**config.mk**
```make
export PLATFORM = sky130hd
export DESIGN_NAME = ultrasonic_presence_counter
export DESIGN_NICKNAME = d
export VERILOG_FILES = /design/src/rtl/uspc_pkg.sv /design/src/rtl/ultrasonic_presence_counter.sv
export SDC_FILE = /design/constraint.sdc
export NUM_CORES = 1
export LEC_CHECK = 0
export BUFFER_PORTS_ARGS = -buffer_cell sky130_fd_sc_hd__buf_2
export CAP_MARGIN = 30
export CORE_UTILIZATION = 30
export DETAILED_ROUTE_END_ITERATION = 16
export GPL_ROUTABILITY_DRIVEN = 1
export PLACE_DENSITY = 0.49
export SLEW_MARGIN = 5
export SYNTH_ARGS = -nofsm -noshare
export SYNTH_HDL_FRONTEND = slang
export SYNTH_SLANG_ARGS = --single-unit
```
**constraint.sdc**
```tcl
create_clock -name i_clk -period 4.8 [get_ports i_clk]
set_input_delay 0.48 -clock i_clk [delete_from_list [all_inputs] [get_ports i_clk]]
set_output_delay 0.48 -clock i_clk [all_outputs]
set_load 0.05 [all_outputs]
```
**src/rtl/uspc_pkg.sv**
```systemverilog
// Package for the ultrasonic presence counter.
// Holds widths, constants and register indexes; depends on nothing.
`default_nettype none

package uspc_pkg;

    localparam int SAMPLES_PER_GROUP = 3;

    localparam int ECHO_W  = 16;
    localparam int CFG_W   = 10;
    localparam int MUL_W   = 11;
    localparam int PROD_W  = ECHO_W + MUL_W;
    localparam int FRAC_W  = 8;
    localparam int DIST_W  = PROD_W - FRAC_W;
    localparam int VDIST_W = CFG_W + FRAC_W;
    localparam int SUM_W   = VDIST_W + $clog2(SAMPLES_PER_GROUP);
    localparam int CNT_W   = ($clog2(SAMPLES_PER_GROUP + 1) > 2) ?
                             $clog2(SAMPLES_PER_GROUP + 1) : 2;
    localparam int IDX_W   = (SAMPLES_PER_GROUP > 1) ? $clog2(SAMPLES_PER_GROUP) : 1;
    localparam int DIVC_W  = $clog2(SUM_W);
    localparam int COUNT_W = 16;
    localparam int AVG_W   = 19;
    localparam int VS_W    = 2;
    localparam int OUT_W   = AVG_W + VS_W + 3 + COUNT_W;
    localparam int IDX_CFG_W = 2;

    localparam logic [MUL_W-1:0]   DIST_MUL  = MUL_W'(1124);
    localparam logic [COUNT_W-1:0] COUNT_MAX = '1;

    localparam logic [IDX_CFG_W-1:0] REG_WALL   = IDX_CFG_W'(0);
    localparam logic [IDX_CFG_W-1:0] REG_MARGIN = IDX_CFG_W'(1);
    localparam logic [IDX_CFG_W-1:0] REG_MIN    = IDX_CFG_W'(2);
    localparam logic [IDX_CFG_W-1:0] REG_MAX    = IDX_CFG_W'(3);

    localparam logic [CFG_W-1:0] WALL_RESET   = CFG_W'(150);
    localparam logic [CFG_W-1:0] MARGIN_RESET = CFG_W'(40);
    localparam logic [CFG_W-1:0] MIN_RESET    = CFG_W'(2);
    localparam logic [CFG_W-1:0] MAX_RESET    = CFG_W'(400);

    localparam logic CMD_ECHO  = 1'b0;
    localparam logic CMD_CLEAR = 1'b1;

endpackage

`default_nettype wire

```
**src/rtl/ultrasonic_presence_counter.sv**
```systemverilog
// Top level of the ultrasonic presence counter: echo to distance, group
// averaging through a bit-serial divider, and person counting.
// Depends on uspc_pkg.
//
//   channel  direction  handshake                    payload
//   s        in         i_s_tvalid / o_s_tready      tdata echo_us, tuser cmd, echo_timeout
//   m        out        o_m_tvalid / i_m_tready      tdata result fields
//   cfg      in         i_cfg_valid / o_cfg_ready    i_cfg_index, i_cfg_data
//
// An echo item that does not close a group passes through the accept, multiply,
// and range check and accumulate steps. The item that closes a group then runs
// the restoring divider over all SUM_W bits of the sum when any sample was
// valid, and then decides and loads the output register. A clear command is
// taken in the idle state. A full output register stalls only the closing
// item's decide step. Reset is synchronous and active low.
`default_nettype none

module ultrasonic_presence_counter (
    input  wire logic                        i_clk,
    input  wire logic                        i_rst_n,
    input  wire logic                        i_s_tvalid,
    output logic                             o_s_tready,
    input  wire logic [uspc_pkg::ECHO_W-1:0] i_s_tdata,  // echo_us
    input  wire logic [1:0]                  i_s_tuser,  // cmd, echo_timeout
    output logic                             o_m_tvalid,
    input  wire logic                        i_m_tready,
    // avg_distance_q8, valid_samples, no_valid, person_detected,
    // presence_flag, total_people
    output logic [uspc_pkg::OUT_W-1:0]       o_m_tdata,
    input  wire logic                        i_cfg_valid,
    output logic                             o_cfg_ready,
    input  wire logic [uspc_pkg::IDX_CFG_W-1:0] i_cfg_index,
    input  wire logic [uspc_pkg::CFG_W-1:0]  i_cfg_data
);

    typedef enum logic [2:0] {
        S_IDLE,
        S_MUL,
        S_ACC,
        S_DIV,
        S_DEC
    } t_state;

    t_state r_state, n_state;

    logic [uspc_pkg::CFG_W-1:0]   r_wall, r_margin, r_min, r_max;
    logic [uspc_pkg::ECHO_W-1:0]  r_echo, n_echo;
    logic                         r_timeout, n_timeout;
    logic [uspc_pkg::DIST_W-1:0]  r_dist, n_dist;
    logic [uspc_pkg::SUM_W-1:0]   r_sum, n_sum;
    logic [uspc_pkg::CNT_W-1:0]   r_cnt, n_cnt;
    logic [uspc_pkg::IDX_W-1:0]   r_idx, n_idx;
    logic [uspc_pkg::CNT_W-1:0]   r_rem, n_rem;
    logic [uspc_pkg::DIVC_W-1:0]  r_divc, n_divc;
    logic [uspc_pkg::COUNT_W-1:0] r_total, n_total;
    logic                         r_present, n_present;
    logic                         r_out_valid, n_out_valid;
    logic [uspc_pkg::OUT_W-1:0]   r_out_data, n_out_data;

    logic [uspc_pkg::PROD_W-1:0]  w_prod;
    logic [uspc_pkg::DIST_W-1:0]  w_min_q8, w_max_q8;
    logic                         w_in_range;
    logic [uspc_pkg::CNT_W:0]     w_rem_sh;
    logic                         w_ge;
    logic [uspc_pkg::CFG_W-1:0]   w_trig_diff;
    logic [uspc_pkg::SUM_W-1:0]   w_trig_q8;
    logic                         w_below;
    logic                         w_s_accept;
    logic                         w_out_free;
    logic                         w_detect;

    assign o_s_tready  = (r_state == S_IDLE);
    assign o_cfg_ready = 1'b1;
    assign o_m_tvalid  = r_out_valid;
    assign o_m_tdata   = r_out_data;

    assign w_s_accept = i_s_tvalid && o_s_tready;
    assign w_out_free = !r_out_valid || i_m_tready;

    assign w_prod     = uspc_pkg::PROD_W'(r_echo) * uspc_pkg::PROD_W'(uspc_pkg::DIST_MUL);
    assign w_min_q8   = uspc_pkg::DIST_W'({r_min, uspc_pkg::FRAC_W'(0)});
    assign w_max_q8   = uspc_pkg::DIST_W'({r_max, uspc_pkg::FRAC_W'(0)});
    assign w_in_range = (r_dist > w_min_q8) && (r_dist < w_max_q8);

    assign w_rem_sh = {r_rem, r_sum[uspc_pkg::SUM_W-1]};
    assign w_ge     = (w_rem_sh >= {1'b0, r_cnt});

    assign w_trig_diff = r_wall - r_margin;
    assign w_trig_q8   = uspc_pkg::SUM_W'({w_trig_diff, uspc_pkg::FRAC_W'(0)});
    assign w_below     = (r_wall > r_margin) && (r_sum < w_trig_q8);
    assign w_detect    = (r_cnt != '0) && w_below && !r_present;

    always_comb begin
        n_state     = r_state;
        n_echo      = r_echo;
        n_timeout   = r_timeout;
        n_dist      = r_dist;
        n_sum       = r_sum;
        n_cnt       = r_cnt;
        n_idx       = r_idx;
        n_rem       = r_rem;
        n_divc      = r_divc;
        n_total     = r_total;
        n_present   = r_present;
        n_out_valid = r_out_valid;
        n_out_data  = r_out_data;

        if (r_out_valid && i_m_tready) begin
            n_out_valid = 1'b0;
        end

        case (r_state)
            S_IDLE: begin
                if (w_s_accept) begin
                    if (i_s_tuser[0] == uspc_pkg::CMD_CLEAR) begin
                        n_total = '0;
                    end else begin
                        n_echo    = i_s_tdata;
                        n_timeout = i_s_tuser[1];
                        n_state   = S_MUL;
                    end
                end
            end
            S_MUL: begin
                n_dist  = w_prod[uspc_pkg::PROD_W-1:uspc_pkg::FRAC_W];
                n_state = S_ACC;
            end
            S_ACC: begin
                if (!r_timeout && w_in_range) begin
                    n_sum = r_sum + uspc_pkg::SUM_W'(r_dist);
                    n_cnt = r_cnt + 1'b1;
                end
                n_rem  = '0;
                n_divc = uspc_pkg::DIVC_W'(uspc_pkg::SUM_W - 1);
                if (r_idx == uspc_pkg::IDX_W'(uspc_pkg::SAMPLES_PER_GROUP - 1)) begin
                    n_idx = '0;
                    if (n_cnt != '0) begin
                        n_state = S_DIV;
                    end else begin
                        n_state = S_DEC;
                    end
                end else begin
                    n_idx   = r_idx + 1'b1;
                    n_state = S_IDLE;
                end
            end
            S_DIV: begin
                n_sum = {r_sum[uspc_pkg::SUM_W-2:0], w_ge};
                if (w_ge) begin
                    n_rem = uspc_pkg::CNT_W'(w_rem_sh - {1'b0, r_cnt});
                end else begin
                    n_rem = w_rem_sh[uspc_pkg::CNT_W-1:0];
                end
                n_divc = r_divc - 1'b1;
                if (r_divc == '0) begin
                    n_state = S_DEC;
                end
            end
            S_DEC: begin
                if (w_out_free) begin
                    if (r_cnt != '0) begin
                        if (w_below) begin
                            if (!r_present && (r_total != uspc_pkg::COUNT_MAX)) begin
                                n_total = r_total + 1'b1;
                            end
                            n_present = 1'b1;
                        end else begin
                            n_present = 1'b0;
                        end
                    end
                    n_out_data = {n_total, n_present, w_detect, (r_cnt == '0),
                                  r_cnt[uspc_pkg::VS_W-1:0],
                                  uspc_pkg::AVG_W'(r_sum[uspc_pkg::VDIST_W-1:0])};
                    n_out_valid = 1'b1;
                    n_sum       = '0;
                    n_cnt       = '0;
                    n_state     = S_IDLE;
                end
            end
            default: begin
                n_state = S_IDLE;
            end
        endcase
    end

    always_ff @(posedge i_clk) begin
        if (!i_rst_n) begin
            r_state     <= S_IDLE;
            r_wall      <= uspc_pkg::WALL_RESET;
            r_margin    <= uspc_pkg::MARGIN_RESET;
            r_min       <= uspc_pkg::MIN_RESET;
            r_max       <= uspc_pkg::MAX_RESET;
            r_sum       <= '0;
            r_cnt       <= '0;
            r_idx       <= '0;
            r_total     <= '0;
            r_present   <= 1'b0;
            r_out_valid <= 1'b0;
        end else begin
            r_state     <= n_state;
            r_sum       <= n_sum;
            r_cnt       <= n_cnt;
            r_idx       <= n_idx;
            r_total     <= n_total;
            r_present   <= n_present;
            r_out_valid <= n_out_valid;
            if (i_cfg_valid && o_cfg_ready) begin
                case (i_cfg_index)
                    uspc_pkg::REG_WALL:   r_wall   <= i_cfg_data;
                    uspc_pkg::REG_MARGIN: r_margin <= i_cfg_data;
                    uspc_pkg::REG_MIN:    r_min    <= i_cfg_data;
                    uspc_pkg::REG_MAX:    r_max    <= i_cfg_data;
                    default: ;
                endcase
            end
        end
        r_echo     <= n_echo;
        r_timeout  <= n_timeout;
        r_dist     <= n_dist;
        r_rem      <= n_rem;
        r_divc     <= n_divc;
        r_out_data <= n_out_data;
    end

endmodule

`default_nettype wire
```
Word level (Yosys, flattened, before mapping)
Cells that the tools add are included.
{"block": "op_classes", "n_mux": 30, "n_mul": 1, "shift": 0, "bitwise_logic": 1, "reduce_logical": 32, "n_eq_ne": 15, "n_div": 0, "n_lt_le_gt_ge": 5, "n_addsub": 7}
{"operator": "2-to-1 mux 16 bit", "n": 6}
{"operator": "case mux 20 bit (3 select lines)", "n": 1}
{"operator": "2-to-1 mux 20 bit", "n": 2}
{"operator": "case mux 16 bit (2 select lines)", "n": 1}
{"operator": "multiplier 16 x 9 -> 25 bit (second input constant)", "n": 1}
{"operator": "adder 20 x 19 -> 20 bit", "n": 1}
{"operator": "< comparator 20 x 18 -> 1 bit", "n": 1}
{"operator": "greater-than comparator 19 x 18 -> 1 bit", "n": 1}
{"operator": "< comparator 19 x 18 -> 1 bit", "n": 1}
{"operator": "2-to-1 mux 3 bit", "n": 6}
{"operator": "adder 16 x 1 -> 16 bit (second input constant)", "n": 1}
{"operator": "!= test 16 bit (second input constant)", "n": 1}
{"operator": "case mux 3 bit (5 select lines)", "n": 1}
{"operator": "AND reduction 2 bit", "n": 6}
{"operator": "greater-than comparator 10 bit", "n": 1}
{"operator": "2-to-1 mux 2 bit", "n": 5}
{"operator": "case mux 5 bit (2 select lines)", "n": 1}
{"operator": "nonzero test 2 bit", "n": 5}
{"operator": "subtractor 10 bit", "n": 1}
{"operator": "logical AND 1 bit", "n": 8}
{"operator": "!= test 2 bit (second input constant)", "n": 4}
{"operator": "case mux 2 bit (2 select lines)", "n": 2}
{"operator": "AND reduction 4 bit", "n": 2}
{"operator": "equality test 2 bit (second input constant)", "n": 3}
{"operator": "other kinds (18)", "n": 29}
{"block": "word_totals", "mem_bits_ro": 0, "latchBits": 0, "output_inout_bits": 43, "ram_bits": 0, "n_memories": 0, "ff_bits": 167}

Logic depth before layout (Yosys ltp)
{"block": "depth", "ltp_word": 9, "depth_mapped": 20}

Worst setup path before layout
No wires, ideal clock.
{"block": "synth_path", "kind": "register to register", "from": "register r_echo[7] (netlist name)", "to": "register r_dist[14] (netlist name) (data pin)", "path_slack_ns": 0.813, "arrival_time_ns": 3.729, "n_path_buf": 0, "required_time_ns": 4.542, "stages_incl_launch_ff": 16, "path_cell_list": "edfxtp_1 > ha_1 > ha_1 > fa_1 > inv_1 > fa_1 > inv_1 > ha_1 > a21oi_1 > nor3b_1 > nand3_1 > nand3_1 > nand2_1 > a2111o_1 > a21oi_1 > xnor2_1"}
{"block": "synth_via", "elab_chain_len": 1}
{"item": "start, declared", "line_no": "ultrasonic_presence_counter.sv:47", "source": "logic [uspc_pkg::ECHO_W-1:0] r_echo, n_echo;"}
{"item": "start signal, assigned", "line_no": "ultrasonic_presence_counter.sv:217", "source": "r_echo <= n_echo;"}
{"item": "multiplier 16 x 9 -> 25 bit", "line_no": "ultrasonic_presence_counter.sv:80", "source": "assign w_prod = uspc_pkg::PROD_W'(r_echo) * uspc_pkg::PROD_W'(uspc_pkg::DIST_MUL);"}
{"item": "named net w_prod, one bit", "line_no": "ultrasonic_presence_counter.sv:60", "source": "logic [uspc_pkg::PROD_W-1:0] w_prod;"}
{"item": "end signal, assigned", "line_no": "ultrasonic_presence_counter.sv:219", "source": "r_dist <= n_dist;"}
{"item": "end, declared", "line_no": "ultrasonic_presence_counter.sv:49", "source": "logic [uspc_pkg::DIST_W-1:0] r_dist, n_dist;"}
The timed path passes the listed nets, and every way through them passes these cells.
A chain may end at the register's enable or synchronous reset.

Worst setup path after layout
{"block": "layout_path", "from": "register r_margin[1] (netlist name)", "to": "register r_out_data, in the netlist o_m_tdata[39] (data pin)"}
{"block": "layout_via", "elab_chain_len": 5}
{"item": "start, declared", "line_no": "ultrasonic_presence_counter.sv:46", "source": "logic [uspc_pkg::CFG_W-1:0] r_wall, r_margin, r_min, r_max;"}
{"item": "start signal, assigned", "line_no": "ultrasonic_presence_counter.sv:190", "source": "r_margin <= uspc_pkg::MARGIN_RESET;"}
{"item": "start signal, assigned", "line_no": "ultrasonic_presence_counter.sv:210", "source": "uspc_pkg::REG_MARGIN: r_margin <= i_cfg_data;"}
{"item": "subtractor 10 bit", "line_no": "ultrasonic_presence_counter.sv:88", "source": "assign w_trig_diff = r_wall - r_margin;"}
{"item": "< comparator 20 x 18 -> 1 bit", "line_no": "ultrasonic_presence_counter.sv:90", "source": "assign w_below = (r_wall > r_margin) && (r_sum < w_trig_q8);"}
{"item": "logical AND 1 bit (*)", "line_no": "ultrasonic_presence_counter.sv:90"}
{"item": "2-to-1 mux 16 bit (*)", "line_no": "ultrasonic_presence_counter.sv:162", "source": "if (w_below) begin"}
{"item": "2-to-1 mux 16 bit (*)", "line_no": "ultrasonic_presence_counter.sv:161", "source": "if (r_cnt != '0) begin"}
{"item": "end signal, assigned", "line_no": "ultrasonic_presence_counter.sv:222", "source": "r_out_data <= n_out_data;"}
{"item": "end, declared", "line_no": "ultrasonic_presence_counter.sv:58", "source": "logic [uspc_pkg::OUT_W-1:0] r_out_data, n_out_data;"}
Every way passes the cells marked *; elsewhere a longest branch is shown, timed or not.

==> impl_metrics.tcl <==
set metrics [dict create \
    cts_tree "built" \
    die-width_um 192 \
    totalWireLength_um 25900 \
    worst_pin_slew_ns 0.989 \
    cts_max_path_buffers 2 \
    drt_iter0_drc 396 \
    finalSetupViolations 0 \
    required_ns 5.00 \
    cts.sinks 167 \
    cts_buffers 17 \
    power_density_nw_per_um2 313 \
    cts.repair.resized 0 \
    dr_wl_met2_um 12200 \
    post_cts_buffers 0 \
    dieArea_sq_um 36800 \
    nFillCells 3688 \
    cts-hold-fix-buffers 0 \
    cp_max_fo 19 \
    clock_tree.htree_level_count 4 \
    area_growth_syn_to_layout_pct 13.4 \
    drv_slew 0 \
    diodes 0 \
    setup_ws_ns 0.478 \
    fin_nets 1396 \
    io_pins 78 \
    core_area_sq_um 35600 \
    routedWlPerCell_um 15.4 \
    remaining_drc_errors 0 \
    async_flop_share 0 \
    route.met3.wl_um 841 \
    synth_area_sq_um 10800 \
    clkSlewWorstSetupHoldPaths_ns 0.08 \
    critPathCaptureType "flip-flop" \
    ir_drop_mv 0.258 \
    crit_arrival_ns 4.52 \
    p_total_uw 3840 \
    place_hpwl_um 19300 \
    drt-pass1-iter-count 5 \
    rows 69 \
    grt_pass1_vias 8082 \
    grt_use_total 0.147 \
    finalHoldViolCount 0 \
    vias 8301 \
    met1_length_um 12500 \
    routed.top_layer "met4" \
    synth-seq-area-share 0.385 \
    crit_type "flip-flop to flip-flop" \
    period_minus_slack_ns 4.32 \
    initial_core_util 0.304 \
    ys_ff_latch 167 \
    fmax_mhz 231 \
    drv_cap 0 \
    clock-skew-final_ns 0.0102 \
    setup-tns-final_ns 0 \
    grt_pass1_wl_um 41900 \
    rsz0062_at_grt "false" \
    preCtsSetupSlack_ns 0.484 \
    antenna_found_initial 0 \
    fin_crit_sh 0.900 \
    clock_latency_ns 0.44 \
    cts-root-buf "clkbuf_16" \
    drive_gt1_frac 0.115 \
    synth_edf_count 82 \
    gp_congestion 0.794 \
    grt_overflow 0 \
    vias_per_cell 4.94 \
    ys.flop_type "dfxtp_1" \
    synthCells 1141 \
    die_h_um 192 \
    postRouteAntennaNets 0 \
    slew_headroom 0.339 \
    start_kind "flip-flop" \
    p_leak_uw 0.00525 \
    syn_avg_cell_area_sq_um 9.48 \
    min_path_type "input pin to flip-flop" \
    ys_warn_count 0 \
    syn-num-nets 1330 \
    synth_cell_type_count 76 \
    grt_max_degree 49 \
    io_buffers 75 \
    run_status "finished, final reports clean" \
]
## kinds of logic (layout without fill, tap and decap cells)
family / after synthesis / in the layout / share of synthesized area
AO/OA/AOI/OAI: 279 / 279 / 0.165
XOR/XNOR: 45 / 45 / 0.0364
adder cells (fa/ha/maj): 154 / 154 / 0.195
buffers and inverters: 152 / 231 / 0.0542
flip-flops: 167 / 167 / 0.385
multiplexers: 13 / 13 / 0.0121
other: 2 / 2 / 0.000694
AND/OR/NAND/NOR: 329 / 329 / 0.151
## critical path, stage by stage (launching register included)
cell and delay, ns:
dfxtp_1 0.33, inv_1 0.07, ha_1 0.29, a21o_1 0.18
a21o_1 0.20, a21o_1 0.18, a21o_1 0.19, a31o_2 0.27
o311a_1 0.36, ha_1 0.29, o21a_1 0.13, a221oi_1 0.29
nand3_1 0.22, nor2_4 0.41, nand3_2 0.23, or2_1 0.28
xnor2_1 0.12
## metrics by stage
stage | cell area, sq um | utilization | hold slack (ns) | std cells
3_3_place_gp | 11700 | 0.329 | 0.445 | 1648
6_report | 12300 | 0.345 | 0.208 | 1681
3_5_place_dp | 11700 | 0.329 | 0.450 | 1649
5_1_grt | 12300 | 0.345 | 0.187 | 1681
2_1_floorplan | 10800 | - | 0.436 | 1141
4_1_cts | 12300 | 0.345 | 0.187 | 1681
## final cells by class
type,instances,area [sq um],share of cell area
multi-input combinational,822,6080,0.496
sequential,167,4160,0.339
clock inverter,13,128,0.0104
tap,461,577,0.0470
timing repair buffer,84,443,0.0361
clock buffer,19,443,0.0361
inverter,115,432,0.0352
## Yosys cell counts (all sizes together) (4+ instances only)
cell type,instances,area [sq um]
nor4b,4,35.0
fa,25,500
nand4,14,87.6
a21oi,88,440
buf,12,61.3
xnor2,28,245
and2,7,43.8
nand2b,13,81.3
o211ai,6,45.0
dfxtp,85,1700
o41ai,7,68.8
nand3,30,155
nand2,108,405
nor3b,7,57.6
edfxtp,82,2460
ha,129,1610
a31oi,13,81.3
o21ai,68,340
nand3b,5,37.5
o21a,7,52.6
a21o,19,143
nor3,19,105
o31ai,14,119
mux2i,12,120
nor2,76,295
xor2,17,149
o31a,5,45.0
or3,6,37.5
nor2b,6,37.5
clkbuf,25,93.8
inv,115,432
or2,6,37.5
and3,9,56.3
a211oi,13,103
and4,6,52.6
a2111oi,7,73.8
## state kept, by name, indices dropped and copies added, names as in the netlist, 16 cells and up
name / flops
r_echo: 16
r_dist: 19
r_total: 16
r_sum: 20
o_m_tdata: 39
## cell usage in the layout (no fill, tap or decap), types with 29 or more instances in the layout
cell / n
a21oi_1: 88
buf_2: 75
dfxtp_1: 85
edfxtp_1: 82
ha_1: 129
inv_1: 114
nand2_1: 108
nand3_1: 29
nor2_1: 74
o21ai_0: 65
## layer usage
metal / vias up / GRT usage
li1: 4234 / -
met1: 3900 / 0.189
met2: 146 / 0.251
met3: 21 / 0.0243
met4: 0 / 0.0449
met5: - / 0
## power breakdown
group | total [uW] | leakage [uW] | internal [uW] | switching [uW]
registers | 1600 | 0.00149 | 1560 | 39.8
clock network | 1380 | 0.000272 | 702 | 674
logic | 864 | 0.00349 | 370 | 495
## worst paths after layout
check	end	startpoint	slack, ns	depth (start not counted)
worst max-delay path	o_m_tdata[39]$_DFFE_PP_	r_margin[1]$_SDFFE_PN0P_	0.48	16
worst min-delay path	r_echo[10]$_DFFE_PP_	i_s_tdata[10]	0.21	1
worst max register to register	o_m_tdata[39]$_DFFE_PP_	r_margin[1]$_SDFFE_PN0P_	0.48	16
worst min register to register	r_min[8]$_SDFFE_PN0P_	r_min[8]$_SDFFE_PN0P_	0.46	2
Power figures use the tool's default switching activity.
